File: config.mk
export PLATFORM = sky130hd
export DESIGN_NAME = rack_position_pid_flat
export DESIGN_NICKNAME = d
export VERILOG_FILES = /design/src/rtl/core/rpp_pkg.sv /design/src/rtl/core/rpp_if.sv /design/src/rtl/core/rack_position_pid.sv /design/src/flat_wrapper.sv
export SDC_FILE = /design/constraint.sdc
export NUM_CORES = 2
export LEC_CHECK = 0
export BUFFER_PORTS_ARGS = -buffer_cell sky130_fd_sc_hd__buf_4
export CAP_MARGIN = 30
export CORE_MARGIN = 2
export CORE_UTILIZATION = 60
export CTS_BUF_LIST = sky130_fd_sc_hd__clkbuf_16
export CTS_CLUSTER_SIZE = 12
export DETAILED_ROUTE_END_ITERATION = 12
export PLACE_DENSITY = 0.77
export SLEW_MARGIN = 40
export SYNTH_ARGS = -nofsm -noshare
export SYNTH_HDL_FRONTEND = slang
export SYNTH_SLANG_ARGS = --single-unit
File: constraint.sdc
create_clock -name clk_i -period 40.6 [get_ports clk_i]
set_input_delay 2.03 -clock clk_i [delete_from_list [all_inputs] [get_ports clk_i]]
set_output_delay 2.03 -clock clk_i [all_outputs]
set_load 0.02 [all_outputs]
File: src/rtl/core/rpp_pkg.sv
// Package for the rack position PID controller: field widths, parameter
// defaults, register reset values and register index codes.
// No dependencies.
`default_nettype none

package rpp_pkg;

  localparam int unsigned PosW   = 16;
  localparam int unsigned TimeW  = 32;
  localparam int unsigned GainW  = 16;
  localparam int unsigned LimW   = 10;
  localparam int unsigned TolW   = 8;
  localparam int unsigned DriveW = 11;
  localparam int unsigned IntW   = 11;
  localparam int unsigned AddrW  = 5;
  localparam int unsigned DataW  = 32;

  // Defaults for the top-level parameters.
  localparam int PosMinDef        = 0;
  localparam int PosMaxDef        = 1800;
  localparam int IntegralLimitDef = 1000;
  localparam int UpdateMsDef      = 5;

  // Integration only runs while the error magnitude is below this band.
  localparam int NearBand = 250;

  localparam logic [GainW-1:0] GainPRst     = 16'd512;
  localparam logic [GainW-1:0] GainIRst     = 16'd77;
  localparam logic [GainW-1:0] GainDRst     = 16'd1280;
  localparam logic [LimW-1:0]  LimitUpRst   = 10'd600;
  localparam logic [LimW-1:0]  LimitDownRst = 10'd250;
  localparam logic [LimW-1:0]  HoldDriveRst = 10'd100;
  localparam logic [LimW-1:0]  MinDriveRst  = 10'd80;
  localparam logic [TolW-1:0]  ToleranceRst = 8'd10;

  typedef enum logic [2:0] {
    RegGainP     = 3'd0,
    RegGainI     = 3'd1,
    RegGainD     = 3'd2,
    RegLimitUp   = 3'd3,
    RegLimitDown = 3'd4,
    RegHoldDrive = 3'd5,
    RegMinDrive  = 3'd6,
    RegTolerance = 3'd7
  } reg_idx_e;

endpackage

`default_nettype wire

File: src/rtl/core/rpp_if.sv
// Handshake channels of the rack position PID controller: the encoder sample
// channel and the drive result channel. Depends on rpp_pkg.
`default_nettype none

interface rpp_sample_if import rpp_pkg::*; ();
  logic                    valid;
  logic                    ready;
  logic signed [PosW-1:0]  position;
  logic signed [PosW-1:0]  target;
  logic        [TimeW-1:0] now_ms;
  logic                    clear;

  modport source (output valid, position, target, now_ms, clear, input ready);
  modport sink   (input valid, position, target, now_ms, clear, output ready);
endinterface

interface rpp_result_if import rpp_pkg::*; ();
  logic                     valid;
  logic                     ready;
  logic                     drive_write;
  logic signed [DriveW-1:0] drive;
  logic                     reached;

  modport source (output valid, drive_write, drive, reached, input ready);
  modport sink   (input valid, drive_write, drive, reached, output ready);
endinterface

`default_nettype wire

File: src/rtl/core/rack_position_pid.sv
// Rack position PID controller top level: sample register, combinational PID
// update with controller state, result register and APB register file.
// Depends on rpp_pkg and the channel interfaces in rpp_if.sv.
//
//  Channel   Dir  Handshake          Payload
//  sample_i  in   valid/ready        position, target, now_ms, clear
//  result_o  out  valid/ready        drive_write, drive, reached
//  APB       in   psel/penable/...   8 registers at 4*index, 32-bit data
//
// One sample is accepted every cycle while the result side does not stall; its
// result passes through the sample register, then the result register.
// The integral, previous error and update time stamp are read and rewritten
// in the same cycle as the PID arithmetic, so each sample sees its
// predecessor's state. A stalled result holds and the sample register keeps
// taking one more request. Reset clears valid flags and state and presets the registers.
`default_nettype none

module rack_position_pid import rpp_pkg::*; #(
  parameter int PosMin        = PosMinDef,
  parameter int PosMax        = PosMaxDef,
  parameter int IntegralLimit = IntegralLimitDef,
  parameter int UpdateMs      = UpdateMsDef
) (
  input  wire logic             clk_i,
  input  wire logic             rst_ni,
  rpp_sample_if.sink            sample_i,
  rpp_result_if.source          result_o,
  input  wire logic             psel,
  input  wire logic             penable,
  input  wire logic             pwrite,
  input  wire logic [AddrW-1:0] paddr,
  input  wire logic [DataW-1:0] pwdata,
  output logic      [DataW-1:0] prdata,
  output logic                  pready
);

  localparam logic signed [PosW-1:0]  PosMinC = PosW'(PosMin);
  localparam logic signed [PosW-1:0]  PosMaxC = PosW'(PosMax);
  localparam logic signed [18:0]      IntLimC = 19'(IntegralLimit);
  localparam logic        [TimeW-1:0] UpdC    = TimeW'(UpdateMs);
  localparam logic        [16:0]      NearC   = 17'(NearBand);

  // Configuration registers.
  logic [GainW-1:0] gain_p_q, gain_i_q, gain_d_q;
  logic [LimW-1:0]  limit_up_q, limit_down_q, hold_drive_q, min_drive_q;
  logic [TolW-1:0]  tolerance_q;
  reg_idx_e         reg_idx;
  logic             cfg_wr;

  assign pready  = 1'b1;
  assign reg_idx = reg_idx_e'(paddr[4:2]);
  assign cfg_wr  = psel && penable && pwrite;

  always_ff @(posedge clk_i or negedge rst_ni) begin
    if (!rst_ni) begin
      gain_p_q     <= GainPRst;
      gain_i_q     <= GainIRst;
      gain_d_q     <= GainDRst;
      limit_up_q   <= LimitUpRst;
      limit_down_q <= LimitDownRst;
      hold_drive_q <= HoldDriveRst;
      min_drive_q  <= MinDriveRst;
      tolerance_q  <= ToleranceRst;
    end else if (cfg_wr) begin
      unique case (reg_idx)
        RegGainP:     gain_p_q     <= pwdata[GainW-1:0];
        RegGainI:     gain_i_q     <= pwdata[GainW-1:0];
        RegGainD:     gain_d_q     <= pwdata[GainW-1:0];
        RegLimitUp:   limit_up_q   <= pwdata[LimW-1:0];
        RegLimitDown: limit_down_q <= pwdata[LimW-1:0];
        RegHoldDrive: hold_drive_q <= pwdata[LimW-1:0];
        RegMinDrive:  min_drive_q  <= pwdata[LimW-1:0];
        RegTolerance: tolerance_q  <= pwdata[TolW-1:0];
      endcase
    end
  end

  always_comb begin
    prdata = '0;
    unique case (reg_idx)
      RegGainP:     prdata = DataW'(gain_p_q);
      RegGainI:     prdata = DataW'(gain_i_q);
      RegGainD:     prdata = DataW'(gain_d_q);
      RegLimitUp:   prdata = DataW'(limit_up_q);
      RegLimitDown: prdata = DataW'(limit_down_q);
      RegHoldDrive: prdata = DataW'(hold_drive_q);
      RegMinDrive:  prdata = DataW'(min_drive_q);
      RegTolerance: prdata = DataW'(tolerance_q);
    endcase
  end

  // Sample register and handshake.
  logic                   s1_valid_q;
  logic signed [PosW-1:0] s1_pos_q, s1_tgt_q;
  logic [TimeW-1:0]       s1_now_q;
  logic                   s1_clear_q;
  logic                   res_valid_q;
  logic                   in_acc, adv;

  assign adv            = s1_valid_q && (!res_valid_q || result_o.ready);
  assign sample_i.ready = !s1_valid_q || adv;
  assign in_acc         = sample_i.valid && sample_i.ready;

  always_ff @(posedge clk_i or negedge rst_ni) begin
    if (!rst_ni) begin
      s1_valid_q  <= 1'b0;
      res_valid_q <= 1'b0;
    end else begin
      if (in_acc) begin
        s1_valid_q <= 1'b1;
      end else if (adv) begin
        s1_valid_q <= 1'b0;
      end
      if (adv) begin
        res_valid_q <= 1'b1;
      end else if (result_o.ready) begin
        res_valid_q <= 1'b0;
      end
    end
  end

  always_ff @(posedge clk_i) begin
    if (in_acc) begin
      s1_pos_q   <= sample_i.position;
      s1_tgt_q   <= sample_i.target;
      s1_now_q   <= sample_i.now_ms;
      s1_clear_q <= sample_i.clear;
    end
  end

  // Controller state.
  logic signed [IntW-1:0] integral_q, integral_d;
  logic signed [17:0]     err_last_q, err_last_d;
  logic [TimeW-1:0]       last_ms_q, last_ms_d;

  // PID datapath.
  logic signed [IntW-1:0]   int_eff;
  logic signed [17:0]       prev_eff;
  logic signed [PosW-1:0]   tgt_cl;
  logic signed [17:0]       err;
  logic [16:0]              mag;
  logic [16:0]              tol_ext;
  logic                     hold, elapsed;
  logic signed [17:0]       hold_thr;
  logic signed [18:0]       int_sum;
  logic signed [18:0]       deriv;
  logic signed [37:0]       prod_p, prod_i, prod_d, pid_sum;
  logic [LimW-1:0]          lim;
  logic signed [37:0]       lim_s, quo;
  logic signed [DriveW-1:0] drv_pid, drv_lim;
  logic [DriveW-1:0]        drv_mag;
  logic signed [DriveW-1:0] drive_d;
  logic                     write_d, reached_d;

  always_comb begin
    int_eff  = s1_clear_q ? '0 : integral_q;
    prev_eff = s1_clear_q ? '0 : err_last_q;

    if (s1_tgt_q > PosMaxC) begin
      tgt_cl = PosMaxC;
    end else if (s1_tgt_q < PosMinC) begin
      tgt_cl = PosMinC;
    end else begin
      tgt_cl = s1_tgt_q;
    end

    err      = 18'(tgt_cl) - 18'(s1_pos_q);
    mag      = err[17] ? 17'(-err) : 17'(err);
    tol_ext  = 17'(tolerance_q);
    hold     = mag < tol_ext;
    hold_thr = 18'(PosMinC) + $signed({10'b0, tolerance_q});
    elapsed  = (s1_now_q - last_ms_q) >= UpdC;

    // Conditional integration, clamped to the integral limit.
    int_sum = 19'(int_eff) + 19'(err);
    if (mag >= NearC) begin
      int_sum = '0;
    end else if (int_sum > IntLimC) begin
      int_sum = IntLimC;
    end else if (int_sum < -IntLimC) begin
      int_sum = -IntLimC;
    end

    deriv   = 19'(err) - 19'(prev_eff);
    prod_p  = 38'($signed({1'b0, gain_p_q}) * err);
    prod_i  = 38'($signed({1'b0, gain_i_q}) * $signed(int_sum[IntW-1:0]));
    prod_d  = 38'($signed({1'b0, gain_d_q}) * deriv);
    pid_sum = prod_p + prod_i + prod_d;

    lim   = (err > 18'sd0) ? limit_up_q : limit_down_q;
    lim_s = $signed({20'b0, lim, 8'b0});
    // Arithmetic shift rounds down; bump negative values with a remainder
    // to get truncation toward zero.
    quo = pid_sum >>> 8;
    if (pid_sum[37] && (pid_sum[7:0] != 8'd0)) begin
      quo = quo + 38'sd1;
    end
    drv_pid = quo[DriveW-1:0];
    if (pid_sum > lim_s) begin
      drv_lim = $signed({1'b0, lim});
    end else if (pid_sum < -lim_s) begin
      drv_lim = -$signed({1'b0, lim});
    end else begin
      drv_lim = drv_pid;
    end

    // Minimum-drive floor outside tolerance; it may exceed the limit.
    drv_mag = drv_lim[DriveW-1] ? DriveW'(-drv_lim) : DriveW'(drv_lim);
    drive_d = drv_lim;
    if ((mag > tol_ext) && (drv_lim != '0) && (drv_mag < {1'b0, min_drive_q})) begin
      drive_d = drv_lim[DriveW-1] ? -$signed({1'b0, min_drive_q})
                                  : $signed({1'b0, min_drive_q});
    end

    integral_d = int_eff;
    err_last_d = prev_eff;
    last_ms_d  = last_ms_q;
    write_d    = 1'b1;
    reached_d  = 1'b0;
    if (hold) begin
      reached_d  = 1'b1;
      err_last_d = '0;
      drive_d    = (18'(tgt_cl) > hold_thr) ? $signed({1'b0, hold_drive_q}) : '0;
    end else if (!elapsed) begin
      write_d = 1'b0;
      drive_d = '0;
    end else begin
      integral_d = int_sum[IntW-1:0];
      err_last_d = err;
      last_ms_d  = s1_now_q;
    end
  end

  always_ff @(posedge clk_i or negedge rst_ni) begin
    if (!rst_ni) begin
      integral_q <= '0;
      err_last_q <= '0;
      last_ms_q  <= '0;
    end else if (adv) begin
      integral_q <= integral_d;
      err_last_q <= err_last_d;
      last_ms_q  <= last_ms_d;
    end
  end

  // Result register.
  logic                     res_write_q, res_reached_q;
  logic signed [DriveW-1:0] res_drive_q;

  always_ff @(posedge clk_i) begin
    if (adv) begin
      res_write_q   <= write_d;
      res_drive_q   <= drive_d;
      res_reached_q <= reached_d;
    end
  end

  assign result_o.valid       = res_valid_q;
  assign result_o.drive_write = res_write_q;
  assign result_o.drive       = res_drive_q;
  assign result_o.reached     = res_reached_q;

endmodule

`default_nettype wire

File: src/flat_wrapper.sv
// flat-port wrapper written by rule: the top's interface ports become plain ports
module rack_position_pid_flat import rpp_pkg::*;
#(
  parameter int PosMin        = PosMinDef,
  parameter int PosMax        = PosMaxDef,
  parameter int IntegralLimit = IntegralLimitDef,
  parameter int UpdateMs      = UpdateMsDef
)
  (clk_i, rst_ni, psel, penable, pwrite, paddr, pwdata, prdata, pready, sample_i_valid, sample_i_position, sample_i_target, sample_i_now_ms, sample_i_clear, sample_i_ready, result_o_valid, result_o_drive_write, result_o_drive, result_o_reached, result_o_ready);
  rpp_sample_if sample_i_i ();
  rpp_result_if result_o_i ();
  input  wire logic clk_i;
  input  wire logic rst_ni;
  input  wire logic psel;
  input  wire logic penable;
  input  wire logic pwrite;
  input  wire logic [AddrW-1:0] paddr;
  input  wire logic [DataW-1:0] pwdata;
  output logic      [DataW-1:0] prdata;
  output logic pready;
  input wire logic [$bits(sample_i_i.valid)-1:0] sample_i_valid;
  input wire logic [$bits(sample_i_i.position)-1:0] sample_i_position;
  input wire logic [$bits(sample_i_i.target)-1:0] sample_i_target;
  input wire logic [$bits(sample_i_i.now_ms)-1:0] sample_i_now_ms;
  input wire logic [$bits(sample_i_i.clear)-1:0] sample_i_clear;
  output wire logic [$bits(sample_i_i.ready)-1:0] sample_i_ready;
  output wire logic [$bits(result_o_i.valid)-1:0] result_o_valid;
  output wire logic [$bits(result_o_i.drive_write)-1:0] result_o_drive_write;
  output wire logic [$bits(result_o_i.drive)-1:0] result_o_drive;
  output wire logic [$bits(result_o_i.reached)-1:0] result_o_reached;
  input wire logic [$bits(result_o_i.ready)-1:0] result_o_ready;
  assign sample_i_i.valid = sample_i_valid;
  assign sample_i_i.position = sample_i_position;
  assign sample_i_i.target = sample_i_target;
  assign sample_i_i.now_ms = sample_i_now_ms;
  assign sample_i_i.clear = sample_i_clear;
  assign sample_i_ready = sample_i_i.ready;
  assign result_o_valid = result_o_i.valid;
  assign result_o_drive_write = result_o_i.drive_write;
  assign result_o_drive = result_o_i.drive;
  assign result_o_reached = result_o_i.reached;
  assign result_o_i.ready = result_o_ready;
  rack_position_pid #(.PosMin(PosMin), .PosMax(PosMax), .IntegralLimit(IntegralLimit), .UpdateMs(UpdateMs)) u_core (.clk_i(clk_i), .rst_ni(rst_ni), .sample_i(sample_i_i), .result_o(result_o_i), .psel(psel), .penable(penable), .pwrite(pwrite), .paddr(paddr), .pwdata(pwdata), .prdata(prdata), .pready(pready));
endmodule
# Word-level counts from Yosys, hierarchy flattened
# Index checks and enable logic that the tools add are counted.
# classes
n_addsub,12
multipliers,3
div,0
order_cmp,13
n_eq_ne,7
n_shift,0
n_mux,29
n_bitwise,1
n_reduce_logical,25
# op_table
op,count
$pmux 32 s8,1
$mux 11,14
$mux 18,3
$add 38x36->38,1
$add 38x38->38,1
$gt 38x19->1,1
$lt 38x38->1,1
$neg 18->38,1
$mul 17x19->36,1
$mul 17x17->34,1
$ge 32x3->1 const B,1
$mux 16,2
$sub 32x32->32,1
$mul 17x11->28,1
$neg 10->11,2
$mux 10,2
$gt 19x11->1 const B,1
$lt 19x11->1 const B,1
$sub 17x18->19,1
$add 11x17->18,1
$ge 17x8->1 const B,1
$gt 17x1->1 const B,1
$gt 17x8->1,1
$lt 17x8->1,1
other kinds (23),48
# totals
register_bits,237
latch_bits,0
ramBits,0
romBits,0
out_inout_bits,48
wordCells,110
memories,0

# Depth between registers and ports, before layout
# depth
ltp_word,24
depth_mapped,101
depth_no_buf,94

# Worst setup path before layout
# OpenSTA, ideal clock, no wires.
# synth_path
kind,register to register
startpoint,reg u_core.s1_tgt_q[4]
endpoint,"reg u_core.res_drive_q[5] (netlist: u_core.result_o.drive[5]), data pin"
t_arrival_ns,21.903
required_ns,40.328
path_slack_ns,18.425
stages_incl_launch_ff,96
n_path_buf,11
period_less_slack_ns,22.175
cell_sequence,edfxtp_1 > buf_6 > or4_4 > o21ai_4 > buf_6 > and3_1 > ha_1 > nor2b_1 > o31a_1 > o21bai_1 > o31ai_1 > nor3_1 > clkbuf_1 > buf_1 > ha_1 > o21ai_0 > a21boi_0 > o21ai_0 > [... 60 more ...] > a211o_1 > buf_4 > o31ai_1 > buf_2 > buf_2 > nand2_1 > xnor2_1 > ha_1 > a21o_1 > a21o_1 > a21oi_1 > o21ai_0 > a31o_2 > a21o_1 > o31a_1 > buf_2 > a32oi_1 > o31ai_1
# synth_via
elab_chain_len,24
word_cells_on_any_way,46
classes_between,add/sub: 10; mul: 3; order compare: 12; mux: 16; reduce/logical: 5
# synth_lines
item,line,text
"start, declared",rack_position_pid.sv:94,"logic signed [PosW-1:0] s1_pos_q, s1_tgt_q;"
"start signal, assigned",rack_position_pid.sv:125,s1_tgt_q <= sample_i.target;
$lt 16x1->1,rack_position_pid.sv:161,end else if (s1_tgt_q < PosMinC) begin
$mux 16,rack_position_pid.sv:161,
$mux 16 *,rack_position_pid.sv:159,if (s1_tgt_q > PosMaxC) begin
branches (longest 20 deep; another with $add 38x38->38),-,
$mux 11 *,rack_position_pid.sv:220,if (hold) begin
named net u_core.drive_d[5],rack_position_pid.sv:152,logic signed [DriveW-1:0] drive_d;
"end signal, assigned",rack_position_pid.sv:253,res_drive_q <= drive_d;
"end, declared",rack_position_pid.sv:248,logic signed [DriveW-1:0] res_drive_q;
# Mark *: on every way through the listed nets, which the timed path passes.
# A chain may end at the register's enable or synchronous reset.

# Worst setup path after layout
# layout_path
startpoint,reg u_core.s1_tgt_q[5]
endpoint,"reg u_core.res_drive_q[8] (netlist: u_core.result_o.drive[8]), data pin"
# The elaborated chain is that of the path after synthesis.

==> results.toml <==
[status]
status = "completed"

[worst_setup_path]
critPathMaxFanout = 21
cp-start-kind = "register"
crit_required_ps = 40870
end_kind = "register"
r2r_start = "u_core.s1_tgt_q[5]"
r2r-end = "u_core.result_o.drive[8]"
rrSetupSlack_ps = 14440
worstPathArrival_ps = 26430
crit_type = "register to register"
reg2regPathDepth = 89
crit_slowest_cell = "fa_1"
worst_path_most_repeated_cell = "fa_1"
slowest_delay_ps = 850

[floorplan]
coreArea_sq_um = 75900
io_pins = 157
fp.dieH_um = 281
die_w_um = 281
fp.dieArea_sq_um = 79000
std_cell_rows = 101
initial_utilization_pct = 60.7

[min_path]
worstHoldEndpoint = "u_core.last_ms_q[9]"
hold_path.class = "register to register"
whs_path_depth = 2
hp-start = "u_core.s1_now_q[9]"

[clock_tree]
clock_sinks = 237
clock_latency_ps = 560
cts_buffers = 26
tritoncts = "done"
clock_path_buffers = 3
post_cts_buffers = 0
cts_resized = 0
cts_max_level = 1
cts-root-buf = "clkbuf_16"
clk_pin_slew_worst_paths_ps = 60
hold_buffers = 0

[routing]
drt_iter0_markers = 2680
drcViolationCount = 0
viasPerCell = 5.86
wl_per_cell_um = 20.1
vias = 35800
ant_nets = 0
drt-total-wl_um = 123000
firstDrtPassIters = 6

[placed_design]
pre_cts_slack_ps = 14890
placed_cells_incl_taps = 6065
port-buffer-count = 121
place.gp.congestion = 0.948
place_hpwl_um = 100000

[sta]
finalMaxSlewViolations = 0
rsz0062_at_grt = "no"
skew_ps = 26.6
fin_tns_setup_ps = 0
tightest_slew_ps = 892
worst_hold_slack_ps = 475
max-slew-margin-rel_pct = 39.7
clock.fmax_mhz = 38.2
finalWorstPathRequiredPeriod_ps = 26160
final.period_utilization_pct = 64.4
setup_viol = 0
final-hold-violation-count = 0
finalWorstSetupSlack_ps = 14440

[synthesis]
synth-edff-count = 78
async_flop_share_pct = 67.1
synthesis.area_sq_um = 46100
yosysUniqueCellTypes = 118
yosys.area.top_type_share_pct = 31.2
yosys.area.top_type = "fa_1"
syn_inst = 5050
yosysWarnings = 0
ys_top_cells_by_area = "fa_1 31%, ha_1 12%, dfrtp_1 7.3%"
synth-seq-cells = 237
synth_ff_type = "dfrtp_1"
synth.avg_cell_area_sq_um = 9.12
netlist_top_cells_count = "891 x inv_1, 717 x fa_1, 550 x nand2_1"
yosysMostFrequentCell = "inv_1"
yosysSeqAreaShare_pct = 13.8

[cells_and_area]
final_net_count = 6338
instances_no_fill = 6115
drive_gt1_share_pct = 8.75
area_growth_pct = 6.40

[global_route]
grt_pass1_wl_um = 199000
grt_start_max_net_pins = 91
antenna_found_initial = 3
grt_pass1_vias = 37100
overflow = 0
grt_usage_pct = 32.3

[job]
drv_cap = 0
==> registers in the layout, summed over array words and instances (netlist names), 11 cells and up <==
name	cells
u_core.err_last_q	18
u_core.gain_d_q	16
u_core.gain_i_q	16
u_core.gain_p_q	16
u_core.integral_q	11
u_core.last_ms_q	32
u_core.result_o.drive	11
u_core.s1_now_q	32
u_core.s1_pos_q	16
u_core.s1_tgt_q	16
==> worst max path at each step <==
stage,startpoint,to,slack [ps]
global route,u_core.s1_tgt_q[5],u_core.result_o.drive[8],12970
CTS,u_core.s1_tgt_q[11],u_core.result_o.drive[8],14750
detailed placement,u_core.s1_tgt_q[11],u_core.result_o.drive[8],14890
floorplan,u_core.s1_tgt_q[4],u_core.result_o.drive[5],18430
global placement,u_core.s1_tgt_q[5],u_core.result_o.drive[8],14790
finish,u_core.s1_tgt_q[5],u_core.result_o.drive[8],14440
==> placed cells by master, fill, tap and decap left out, drive strengths merged, types with 27 or more instances in the layout <==
cell	netlist	routed
o21ai	190	190
inv	891	907
a31oi	27	27
a21o	47	47
edfxtp	78	78
nand2b	68	68
and3	56	56
o21a	35	35
mux2	89	89
buf	54	188
xor2	55	55
nor2	207	207
nand2	551	551
dfrtp	135	135
and2	290	290
o31ai	31	31
nor2b	74	74
xnor2	111	111
nor3	72	72
ha	449	449
a21oi	148	148
fa	717	717
nand3	70	70
mux2i	35	35
==> cells by family after synthesis <==
family | synth area share [%]
xor gates and xnor gates | 3.22
other | 0.0163
buffers and inverters | 9.31
and+or+nand+nor | 16.8
adders and majority gates | 43.4
DFF | 13.8
AOI/OAI and AO/OA | 10.3
muxes | 3.19
==> routing by layer <==
layer  vias up  global-route usage [%]  share of wire [%]
li1      16300                       -                  -
met1     18000                    41.6                 40
met2      1284                    53.3                 47
met3       280                    5.32                7.5
met4         4                    15.2                5.5
met5         -                       0              0.021
==> metrics by stage <==
| stage | utilization [%] | cell area, sq um |
|---|---|---|
| 2_1_floorplan | - | 46100 |
| 3_3_place_gp | 63.3 | 48000 |
| 3_5_place_dp | 63.4 | 48200 |
| 4_1_cts | 64.5 | 49000 |
| 5_1_grt | 64.5 | 49000 |
| 6_report | 64.5 | 49000 |
==> worst max-delay path: cells and delay by family, from the launching register on <==
kind,cells,cell delay [ps]
DFF,1,560
AOI/OAI and AO/OA,37,10450
buffers and inverters,11,1050
xor gates and xnor gates,3,650
adders and majority gates,18,8120
muxes,1,160
and+or+nand+nor,19,4800
==> area by class of cell <==
| class | count | area (sq um) |
|---|---|---|
| Inverter | 892 | 3350 |
| Fill cell | 6237 | 26900 |
| Tap cell | 1030 | 1290 |
| Antenna cell | 2 | 5.00 |
| Clock inverter | 22 | 139 |
| Sequential cell | 237 | 6360 |
| Clock buffer | 26 | 651 |
| Multi-Input combinational cell | 3718 | 35800 |
| Timing Repair Buffer | 188 | 1440 |
Power is left out: the tool's default activity adds up to more than one toggle a clock period on the data nets, which glitch-free logic cannot reach.
